===== config.mk =====
export PLATFORM = sky130hd
export DESIGN_NAME = bblur_out_fifo_flat
export DESIGN_NICKNAME = d
export VERILOG_FILES = /design/src/hdl/bblur_pkg.sv /design/src/hdl/bblur_if.sv /design/src/hdl/bblur_out_fifo.sv /design/src/flat_wrapper.sv
export SDC_FILE = /design/constraint.sdc
export NUM_CORES = 1
export LEC_CHECK = 0
export BUFFER_PORTS_ARGS = -buffer_cell sky130_fd_sc_hd__buf_2
export CAP_MARGIN = 10
export CORE_MARGIN = 1.5
export CORE_UTILIZATION = 55
export CTS_BUF_LIST = sky130_fd_sc_hd__clkbuf_16
export CTS_CLUSTER_DIAMETER = 30
export DETAILED_ROUTE_END_ITERATION = 8
export PLACE_DENSITY_LB_ADDON = 0.25
export SYNTH_ARGS = -nofsm -noshare
export SYNTH_HDL_FRONTEND = slang
export SYNTH_SLANG_ARGS = --single-unit
export TNS_END_PERCENT = 20

===== constraint.sdc =====
create_clock -name clk -period 4.1 [get_ports clk]
set_clock_uncertainty 0.1 [all_clocks]
set_input_delay 1.23 -clock clk [delete_from_list [all_inputs] [get_ports clk]]
set_output_delay 1.23 -clock clk [all_outputs]
set_load 0.01 [all_outputs]

===== src/hdl/bblur_pkg.sv =====
// shared types and constants of the 3x3 rgb box blur
// no dependencies

package bblur_pkg;

    localparam int CH_W       = 8;
    localparam int PIX_W      = 3 * CH_W;
    localparam int SUM_W      = 12;
    localparam int CFG_W      = 11;
    localparam int DIV9_MUL_W = 13;
    localparam int DIV9_MUL   = 7282;
    localparam int DIV9_SHIFT = 16;
    localparam int OUT_DEPTH  = 8;
    localparam int PTR_W      = $clog2(OUT_DEPTH);
    localparam int CNT_W      = $clog2(OUT_DEPTH + 1);

    localparam logic REG_FRAME_WIDTH  = 1'b0;
    localparam logic REG_FRAME_HEIGHT = 1'b1;
    localparam logic KIND_PIXEL       = 1'b0;
    localparam logic KIND_FLUSH       = 1'b1;

    typedef struct packed {
        logic [CH_W-1:0] red;
        logic [CH_W-1:0] green;
        logic [CH_W-1:0] blue;
        logic            frame_end;
    } result_t;

    typedef struct packed {
        logic top;
        logic bottom;
        logic left;
        logic right;
    } border_mask_t;

endpackage


===== src/hdl/bblur_if.sv =====


interface bblur_out_if;
    logic                      valid;
    logic                      ready;
    logic [bblur_pkg::CH_W-1:0] out_red;
    logic [bblur_pkg::CH_W-1:0] out_green;
    logic [bblur_pkg::CH_W-1:0] out_blue;
    logic                      frame_end;

    modport source (output valid, output out_red, output out_green, output out_blue,
                    output frame_end, input ready);
    modport sink (input valid, input out_red, input out_green, input out_blue,
                  input frame_end, output ready);
endinterface


===== src/hdl/bblur_out_fifo.sv =====
// result queue of the box blur, drives the output channel
// depends on bblur_pkg and bblur_out_if

module bblur_out_fifo (
    input  logic                           clk,
    input  logic                           rst_n,
    input  logic                           push,
    input  bblur_pkg::result_t             push_data,
    output logic [bblur_pkg::CNT_W-1:0]    count,
    bblur_out_if.source                    result
);

    localparam int                      Depth = bblur_pkg::OUT_DEPTH;
    localparam logic [bblur_pkg::PTR_W-1:0] PTR_LAST = bblur_pkg::PTR_W'(Depth - 1);

    bblur_pkg::result_t            entry_reg [Depth];
    logic [bblur_pkg::PTR_W-1:0]   wr_ptr_reg;
    logic [bblur_pkg::PTR_W-1:0]   rd_ptr_reg;
    logic [bblur_pkg::CNT_W-1:0]   count_reg;
    logic [bblur_pkg::CNT_W-1:0]   count_next;
    logic                          pop;
    bblur_pkg::result_t            head;

    assign pop  = result.valid && result.ready;
    assign head = entry_reg[rd_ptr_reg];

    always_comb
    begin
        count_next = count_reg;
        if (push && !pop)
        begin
            count_next = count_reg + bblur_pkg::CNT_W'(1);
        end
        else if (pop && !push)
        begin
            count_next = count_reg - bblur_pkg::CNT_W'(1);
        end
    end

    always_ff @(posedge clk or negedge rst_n)
    begin
        if (!rst_n)
        begin
            wr_ptr_reg <= '0;
            rd_ptr_reg <= '0;
            count_reg  <= '0;
        end
        else
        begin
            if (push)
            begin
                wr_ptr_reg <= (wr_ptr_reg == PTR_LAST) ? '0
                                                       : wr_ptr_reg + bblur_pkg::PTR_W'(1);
            end
            if (pop)
            begin
                rd_ptr_reg <= (rd_ptr_reg == PTR_LAST) ? '0
                                                       : rd_ptr_reg + bblur_pkg::PTR_W'(1);
            end
            count_reg <= count_next;
        end
    end

    always_ff @(posedge clk)
    begin
        if (push)
        begin
            entry_reg[wr_ptr_reg] <= push_data;
        end
    end

    assign count            = count_reg;
    assign result.valid     = (count_reg != '0);
    assign result.out_red   = head.red;
    assign result.out_green = head.green;
    assign result.out_blue  = head.blue;
    assign result.frame_end = head.frame_end;

endmodule


===== src/flat_wrapper.sv =====
// flat-port wrapper written by rule: the top's interface ports become plain ports
module bblur_out_fifo_flat 
  (clk, rst_n, push, push_data, count, result_valid, result_out_red, result_out_green, result_out_blue, result_frame_end, result_ready);
  bblur_out_if result_i ();
  input  logic clk;
  input  logic rst_n;
  input  logic push;
  input  bblur_pkg::result_t push_data;
  output logic [bblur_pkg::CNT_W-1:0] count;
  output wire logic [$bits(result_i.valid)-1:0] result_valid;
  output wire logic [$bits(result_i.out_red)-1:0] result_out_red;
  output wire logic [$bits(result_i.out_green)-1:0] result_out_green;
  output wire logic [$bits(result_i.out_blue)-1:0] result_out_blue;
  output wire logic [$bits(result_i.frame_end)-1:0] result_frame_end;
  input wire logic [$bits(result_i.ready)-1:0] result_ready;
  assign result_valid = result_i.valid;
  assign result_out_red = result_i.out_red;
  assign result_out_green = result_i.out_green;
  assign result_out_blue = result_i.out_blue;
  assign result_frame_end = result_i.frame_end;
  assign result_i.ready = result_ready;
  bblur_out_fifo u_core (.clk(clk), .rst_n(rst_n), .push(push), .push_data(push_data), .count(count), .result(result_i));
endmodule

; Word-level counts from Yosys, hierarchy flattened
; Memories as Yosys holds them, arrays and structs flattened.
; Cells that the tools add are included.
[word_totals]
mem_bits_rw = 200
wordCells = 23
out_inout_bits = 30
memories = 1
ff_bits = 10
inputBits = 29
[memory_table]
columns = memory, words, width, rd, rd_ports_with_merged_regs, write_ports, line
row1 = u_core.entry_reg, 8, 25, 1, 0, 1, bblur_out_fifo.sv:16  ; bblur_pkg::result_t entry_reg [Depth];
[op_classes]
n_reduce_logical = 7
n_addsub = 4
n_mux = 6
n_eq_ne = 2
[ops]
columns = cell, count
row1 = 4-bit two-way mux, 2
row2 = 3-bit by 1-bit adder with 3-bit output (second input constant), 2
row3 = 3-bit equality test (second input constant), 2
row4 = 3-bit two-way mux, 2
row5 = 4-bit by 1-bit adder with 4-bit output (second input constant), 1
row6 = 4-bit nonzero test, 1
row7 = 4-bit by 1-bit subtractor with 4-bit output (second input constant), 1
row8 = 1-bit logical AND, 3
row9 = 1-bit zero test, 2
row10 = 1-bit two-way mux, 2
row11 = 2-bit nonzero test, 1

; Depth between registers and ports, before layout
; Gate-level depths: netlist (run 1).
[logic_depth]
depth_word = 5
depth_mapped = 7
ltp_nobuf = 7

; Worst setup path after synthesis (run 1)
; No wires, ideal clock.
[synth_path]
path_kind = input-to-reg
from = input port push
to = memory u_core.entry_reg[0][0] in the netlist's numbering (enable)
n_path_buf = 0
t_arrival_ps = 3072
setup_slack_ps = 489
cell_stages = 2
t_required_ps = 3562
path_cell_list = nand2b_1 > nor3_1
[synth_via]
elab_chain_len = 2
[synth_lines]
columns = item, line
row1 = from (decl), flat_wrapper.sv:7  ; input logic push;
row2 = 1-bit two-way mux, bblur_out_fifo.sv:66  ; if (push)
row3 = 1-bit two-way mux (not written as such), bblur_out_fifo.sv:68  ; entry_reg[wr_ptr_reg] <= push_data;
row4 = to (decl), bblur_out_fifo.sv:16
; Every way passes these cells.

; Final worst setup path (run 1)
[layout_path]
from = register u_core.rd_ptr_reg[0] in the netlist's numbering
to = output port result_out_green[4]
[layout_via]
elab_chain_len = 1
[layout_lines]
columns = item, line
row1 = from (decl), bblur_out_fifo.sv:18  ; logic [bblur_pkg::PTR_W-1:0] rd_ptr_reg;
row2 = from (signal assigned), bblur_out_fifo.sv:57  ; rd_ptr_reg <= (rd_ptr_reg == PTR_LAST) ? '0
row3 = memory read 8 x 25 bit, n/a
row4 = to (decl), flat_wrapper.sv:12  ; output wire logic [$bits(result_i.out_green)-1:0] result_out_green;
; Every way passes these cells.

==> impl_metrics.tcl, run 1 <==
set metrics [dict create \
    status "completed" \
    drive_gt1_frac 0.372 \
    fin_cells 661 \
    max_freq_mhz 278 \
    core_um2 14600 \
    placed_cells 596 \
    netlist_area_um2 8330 \
    drt-initial-drc-count 279 \
    finalSetupViolCount 0 \
    p_total_uw 7560 \
    dp_slack_ns 0.892 \
    cts_tree "built" \
    largest_reg_flops 200 \
    fillerInstances 905 \
    grt_pass1_vias 4164 \
    maxSlewViolCount 0 \
    grt_usage 0.197 \
    port_buffers 58 \
    start_util 0.569 \
    clock_sinks 210 \
    ctsHoldBuffers 0 \
    ys_seq_area_frac 0.751 \
    slowest_stage "mux4_1" \
    nets 487 \
    antenna_found_initial 1 \
    ys_ff_latch 210 \
    io_pins 59 \
    max_stage_delay_ns 0.60 \
    worst_ep_required_time_ns 2.77 \
    cp-end-kind "primary output" \
    grt_pass1_wl_um 23100 \
    tightestPinTransition_ns 0.791 \
    critPathMaxFanout 53 \
    htree_levels 2 \
    yosys_warnings 0 \
    yosysUniqueCellTypes 27 \
    max_cap_viol_count 0 \
    post_cts_buffers 0 \
    clockRootBuffer "clkbuf_16" \
    grt_start_max_net_pins 54 \
    ctsLongestPathBuffers 3 \
    synthTopCellsByArea "edfxtp_1 72%, mux4_1 13%, mux2_2 3.8%" \
    syn_avg_cell_area_um2 23.5 \
    numCtsBuffers 36 \
    fin_setup_tns_ns 0 \
    drtPass1Iterations 6 \
    crit_type "reg -> out" \
    drc_errors 0 \
    max-vdd-ir-drop_uv 521 \
    period_minus_slack_ns 3.59 \
    fin_crit_sh 0.876 \
    grt_overflow 0 \
    synthDominantCellAreaShare 0.721 \
    leakagePower_uw 0.00358 \
    path_clk_slew_ns 0.05 \
    clk_latency_ns 0.48 \
    p_per_area_nw_per_um2 747 \
    die_x_um 126 \
    die_h_um 126 \
    syn_to_final_growth_pct 21.7 \
    utilization 0.692 \
    dieArea_um2 15900 \
    syn-num-nets 392 \
    syn_inst 355 \
    yosys.area.top_type "edfxtp_1" \
    cts_resized 0 \
    place_congestion 0.718 \
    fp-row-count 44 \
    rsz0062_at_grt "no" \
    arrival_ns 2.26 \
    fin_ws_ns 0.508 \
    wl_um 14800 \
    hp-class "in -> async" \
    wl_per_cell_um 22.4 \
    max_slew_margin 0.470 \
    path_cells "buf_12 -> mux4_1 -> mux2_2 -> buf_2" \
    ant_nets 0 \
    hold_violations 0 \
    num_vias 3887 \
    place_hpwl_um 8290 \
    drt-vias-per-instance 5.88 \
    start_kind "register" \
]
-- report_power, final --
group | switching [uW] | internal (uW) | total [uW]
Clock | 966 | 1900 | 2870
Combinational | 920 | 958 | 1880
Sequential | 158 | 2660 | 2820
Total | 2040 | 5520 | 7560
-- cell usage in the layout (no fill, tap or decap), drive strengths merged, types with 2 or more instances in the layout --
cell type,instances
ha,7
nand3,2
edfxtp,200
clkinvlp,5
a21oi,2
bufinv,4
nand2,7
nor3,4
clkinv,9
o211ai,2
o21ai,3
mux2,28
nand2b,4
xnor2,2
or4,2
mux4,50
clkbuf,37
nor2,6
dfrtp,10
inv,11
buf,73
-- through the flow --
stage	hold slack (ns)	instance area (um^2)
3_5_place_dp	0.453	8940
3_3_place_gp	0.413	8940
6_report	0.499	10100
2_1_floorplan	0.397	8330
5_1_grt	0.512	10100
4_1_cts	0.501	10100
-- layer usage --
| layer | GRT usage | part of all wire |
|---|---|---|
| met1 | 0.246 | 0.41 |
| met2 | 0.339 | 0.52 |
| met3 | 0.0412 | 0.041 |
| met4 | 0.0798 | 0.029 |
| met5 | 0 | 0 |
-- cells in the mapped netlist --
master      n
a21o_1      1
nor2_1      6
edfxtp_1  200
nand3b_1    1
mux2_2     28
nor3_1      4
mux4_2      8
fa_1        1
o21ai_0     3
o211ai_1    2
buf_6       6
nand2b_1    4
a2111o_1    1
nand3_1     2
mux4_1     42
ha_1        7
mux2i_1     1
clkbuf_1   10
dfrtp_1    10
or4_1       2
o22ai_1     1
or3_1       1
a21oi_1     2
nand2_1     7
xnor2_1     2
inv_1       2
o41ai_4     1
-- cell families (layout without fill, tap and decap cells) --
family          count (synthesis)  in the layout  share of synthesized area
xor+xnor                        2              2                    0.00210
mux                            79             79                      0.193
buf+inv                        18            139                     0.0135
other cells                     0              1                          0
compound gates                 11             11                     0.0111
flops                         210            210                      0.751
fa+ha+maj                       8              8                     0.0129
simple gates                   27             27                     0.0159
-- layout make-up --
type                    count  area, um^2  share of cell area
diodes                      1        2.50            0.000247
inverters                   2        7.51            0.000741
multi-input cells         127        1990               0.196
well taps                 184         230              0.0227
repair buffers             73         453              0.0447
clock inverters            27         264              0.0261
flip-flops and latches    210        6260               0.618
clock buffers              37         926              0.0914
-- worst max-delay path, delay by kind of cell, from the launching register on --
kind                   cells  cell delay (ns)
flip-flops                 1             0.37
buffers and inverters      2             0.47
multiplexers               2             0.91
-- final timing paths --
path / from / endpoint / slack, ns / cells past startpoint
worst min register to register: u_core.wr_ptr_reg[0] / u_core.wr_ptr_reg[0] / 0.50 / 2
worst max register to register: u_core.count[0] / u_core.count[3] / 1.26 / 7
worst min-delay path: rst_n / u_core.rd_ptr_reg[2] / 0.50 / 1
max in group asynchronous: rst_n / u_core.rd_ptr_reg[1] / 3.18 / 1
worst max-delay path: u_core.rd_ptr_reg[0] / result_out_green[4] / 0.51 / 4
min in group clk: u_core.wr_ptr_reg[0] / u_core.wr_ptr_reg[0] / 0.50 / 2
(Power assumes the default switching activity.)
==> inputs of run 2 (changes only) <==
- RECOVER_POWER: not set -> 25
==> run 2 against run 1 <==
Against the previous run: total power about the same; critical path type unchanged; clock-buffer cell count unchanged; global-route usage unchanged; hold slack better by 0.0014 ns; critical endpoint unchanged; cell area down 0.25%; setup slack worse by 0.00072 ns.
==> impl_metrics.tcl, run 2 (synthesis results as in run 1) <==
set metrics [dict create \
    status "completed" \
    wl_per_cell_um 22.4 \
    hold_violations 0 \
    worst_ep_required_time_ns 2.77 \
    period_minus_slack_ns 3.59 \
    port_buffers 58 \
    ant_nets 0 \
    ctsHoldBuffers 0 \
    start_util 0.569 \
    tightestPinTransition_ns 0.792 \
    cp-end-kind "primary output" \
    dieArea_um2 15900 \
    clockRootBuffer "clkbuf_16" \
    grt_usage 0.197 \
    fillerInstances 913 \
    leakagePower_uw 0.00353 \
    clk_latency_ns 0.48 \
    path_clk_slew_ns 0.05 \
    rsz0062_at_grt "no" \
    utilization 0.690 \
    fp-row-count 44 \
    crit_family "multiplexers" \
    diodes 0 \
    drtPass1Iterations 6 \
    wl_um 14800 \
    drive_gt1_frac 0.334 \
    grt_pass1_wl_um 23100 \
    io_pins 59 \
    cp_num_cells 4 \
    drc_errors 0 \
    crit_type "reg -> out" \
    holdPathStages 2 \
    finalSetupViolCount 0 \
    max_freq_mhz 278 \
    critical_path_buf_inv_count 2 \
    die_h_um 126 \
    max-vdd-ir-drop_uv 521 \
    ctsLongestPathBuffers 3 \
    clock_sinks 210 \
    start_kind "register" \
    arrival_ns 2.26 \
    antenna_found_initial 0 \
    cts_tree "built" \
    grt_overflow 0 \
    final_common_cell "edfxtp_1" \
    final_cell_mix "200 x edfxtp_1, 42 x mux4_1, 40 x buf_2" \
    hp-class "reg -> reg" \
    htree_levels 2 \
    grt_pass1_vias 4164 \
    syn_to_final_growth_pct 21.3 \
    post_cts_buffers 0 \
    critPathMaxFanout 53 \
    grt_start_max_net_pins 54 \
    max_stage_delay_ns 0.60 \
    die_x_um 126 \
    p_per_area_nw_per_um2 749 \
    drt-vias-per-instance 5.88 \
    slowest_stage "mux4_1" \
    fin_crit_sh 0.876 \
    max_cap_viol_count 0 \
    reg2reg_depth 7 \
    place_hpwl_um 8290 \
    maxSlewViolCount 0 \
    cts_resized 0 \
    largest_reg_flops 200 \
    nets 487 \
    fin_setup_tns_ns 0 \
    num_vias 3882 \
    place_congestion 0.718 \
    max_slew_margin 0.469 \
    path_cells "buf_12 -> mux4_1 -> mux2_2 -> buf_2" \
    drt-initial-drc-count 260 \
    core_um2 14600 \
    numCtsBuffers 36 \
]
run 2: layout make-up:
cell class / instances / area [um^2] / share of cell area
inverters: 2 / 7.51 / 0.000743
clock buffers: 37 / 926 / 0.0916
flip-flops and latches: 210 / 6260 / 0.619
multi-input cells: 127 / 1990 / 0.197
repair buffers: 73 / 430 / 0.0426
well taps: 184 / 230 / 0.0228
clock inverters: 27 / 264 / 0.0261
run 2: power by group:
group          total (uW)  switching (uW)  internal, uW
clock                2870             966          1900
combinational        1880             924           955
sequential           2820             157          2660
run 2: worst paths after layout:
| check | start | end | slack, ns |
|---|---|---|---|
| min reg2reg | u_core.wr_ptr_reg[0] | u_core.wr_ptr_reg[0] | 0.50 |
| max reg2reg | u_core.count[0] | u_core.count[3] | 1.26 |
| min in group asynchronous | rst_n | u_core.rd_ptr_reg[2] | 0.61 |
| max | u_core.rd_ptr_reg[0] | result_out_green[4] | 0.51 |
| min | u_core.wr_ptr_reg[0] | u_core.wr_ptr_reg[0] | 0.50 |
| max in group asynchronous | rst_n | u_core.rd_ptr_reg[1] | 2.89 |
run 2: layer usage:
| layer | global-route usage | part of all wire | up-vias | wire length, um |
|---|---|---|---|---|
| li1 | - | - | 1742 | - |
| met1 | 0.246 | 0.42 | 2002 | 6140 |
| met2 | 0.339 | 0.51 | 101 | 7610 |
| met3 | 0.0412 | 0.041 | 37 | 611 |
| met4 | 0.0798 | 0.028 | 0 | 418 |
| met5 | 0 | 0 | - | 0 |
run 2: per-stage QoR:
step | power [uW] | instances | cell area (um^2) | setup WS [ns] | hold slack (ns)
2_1_floorplan | 4140 | 355 | 8330 | 0.489 | 0.397
3_3_place_gp | 4690 | 596 | 8940 | 1.01 | 0.413
3_5_place_dp | 4760 | 596 | 8940 | 0.892 | 0.453
4_1_cts | 7640 | 660 | 10100 | 0.479 | 0.501
5_1_grt | 7880 | 660 | 10100 | 0.436 | 0.537
6_report | 7560 | 660 | 10100 | 0.507 | 0.501
run 2: worst min-delay path, cell delays in order, from the launching register on:
cell	delay [ns]
dfrtp_1	0.38
nand2b_1	0.09
o21ai_0	0.09
==> inputs of run 3 (changes only) <==
- CORE_UTILIZATION: 55 -> 54
- clock period: 4.1 -> 3.2 ns (I/O delays scaled with it)
==> run 3 against run 2 <==
Against the previous run: the run now ends with negative setup slack left; total power rose by 44%; first-iteration DRC count up 33%; sequential cell count did not move; hold slack got worse by 0.17 ns; global-route usage up 1.3 points; largest power group unchanged; sequential share of layout area fell by 2.4 points; highest routed layer unchanged; non-clock buffer count rose by 16.
==> impl_metrics.tcl, run 3 (synthesis results as in run 1) <==
set metrics [dict create \
    numCtsBuffers 37 \
    place_congestion 0.684 \
    place_hpwl_um 8750 \
    fin_crit_sh 1.01 \
    drc_errors 0 \
    final_cell_mix "200 x edfxtp_1, 48 x mux4_2, 42 x clkbuf_16" \
    nets 504 \
    drt-vias-per-instance 5.80 \
    clockRootBuffer "clkbuf_16" \
    clock_sinks 210 \
    grt_overflow 0 \
    period_minus_slack_ns 3.22 \
    drt-initial-drc-count 345 \
    ctsHoldBuffers 0 \
    drtPass1Iterations 4 \
    die_h_um 127 \
    tightestPinTransition_ns 0.581 \
    critPathMaxFanout 8 \
    fp-row-count 45 \
    core_um2 15100 \
    io_pins 59 \
    crit_type "reg -> out" \
    max_cap_viol_count 0 \
    num_vias 3969 \
    max_stage_delay_ns 0.49 \
    status "finished, violations left" \
    grt_pass1_wl_um 24400 \
    max-vdd-ir-drop_uv 605 \
    syn_to_final_growth_pct 26.2 \
    leakagePower_uw 0.00367 \
    path_cells "buf_12 -> buf_16 -> mux4_2 -> mux2_2 -> buf_2" \
    final_common_cell "edfxtp_1" \
    postPlaceCellArea_um2 9000 \
    max_freq_mhz 310 \
    hold_violations 0 \
    path_clk_slew_ns 0.05 \
    dieArea_um2 16200 \
    fin_hold_ws_ns 0.329 \
    diodes 0 \
    worst_ep_required_time_ns 2.14 \
    htree_levels 2 \
    finalSetupViolCount 7 \
    grt_start_max_net_pins 35 \
    port_buffers 58 \
    maxSlewViolCount 0 \
    p_per_area_nw_per_um2 1040 \
    grt_pass1_vias 4236 \
    arrival_ns 2.16 \
    hp-class "in -> async" \
    wl_per_cell_um 24.1 \
    utilization 0.694 \
    largest_reg_flops 200 \
    crit_family "multiplexers" \
    p_total_uw 10900 \
    start_util 0.550 \
    wl_um 16500 \
    fin_ws_ns -0.0234 \
    drive_gt1_frac 0.444 \
    start_kind "register" \
    ant_nets 0 \
    ctsLongestPathBuffers 3 \
    die_x_um 127 \
    cts_tree "built" \
    violations "negative setup slack" \
    antenna_found_initial 0 \
    final_cell_area_um2 10500 \
    grt_usage 0.210 \
    critical_path_buf_inv_count 3 \
    slowest_stage "mux4_2" \
    rsz0062_at_grt "yes" \
    clk_latency_ns 0.50 \
    cp-end-kind "primary output" \
    max_slew_margin 0.613 \
    fin_setup_tns_ns -0.0714 \
]
run 3: timing repair:
item,4_1_cts,5_1_grt
cloned,3,3
endpoints found under the setup margin,25,25
setup buffers,3,0
gates resized for setup,33,48
run 3: layout make-up:
type	count	area, um^2
sequential	210	6260
clock buffer	39	976
inverter	2	7.51
timing repair buffer	89	818
tap	188	235
multi-input combinational	127	1890
clock inverter	29	322
fill	925	4640
run 3: worst register-to-register path, stage by stage, from the launching register on:
cell	delay, ns
dfrtp_1	0.49
o41ai_4	0.54
ha_1	0.34
inv_1	0.14
ha_1	0.38
or4_1	0.49
o211ai_1	0.12
o211ai_1	0.10
run 3: metrics by stage:
stage          worst slack, ns  instances
2_1_floorplan           -0.119        355
3_3_place_gp             0.402        607
3_5_place_dp             0.270        607
4_1_cts                -0.0562        681
5_1_grt                -0.0810        684
6_report               -0.0234        684
run 3: path summary, 6_finish.rpt:
| kind | start | endpoint | slack (ns) | cells past startpoint |
|---|---|---|---|---|
| worst max-delay path | u_core.rd_ptr_reg[0] | result_out_red[4] | -0.02 | 5 |
| worst min register to register | u_core.wr_ptr_reg[0] | u_core.wr_ptr_reg[0] | 0.44 | 2 |
| worst max register to register | u_core.count[0] | u_core.count[3] | 0.37 | 7 |
| worst min-delay path | rst_n | u_core.wr_ptr_reg[2] | 0.33 | 1 |
| min in group clk | u_core.wr_ptr_reg[0] | u_core.wr_ptr_reg[0] | 0.44 | 2 |
| max in group asynchronous | rst_n | u_core.rd_ptr_reg[1] | 2.25 | 1 |
run 3: layer usage:
layer / up-vias / global-route usage / routed length, um
li1: 1743 / - / -
met1: 2041 / 0.270 / 6570
met2: 150 / 0.345 / 8350
met3: 35 / 0.0519 / 1160
met4: 0 / 0.0909 / 408
met5: - / 0 / 0
run 3: report_power, final:
| group | switching (uW) | internal (uW) |
|---|---|---|
| registers | 186 | 3410 |
| clock network | 1290 | 2710 |
| logic | 1450 | 1870 |
| total | 2930 | 7980 |
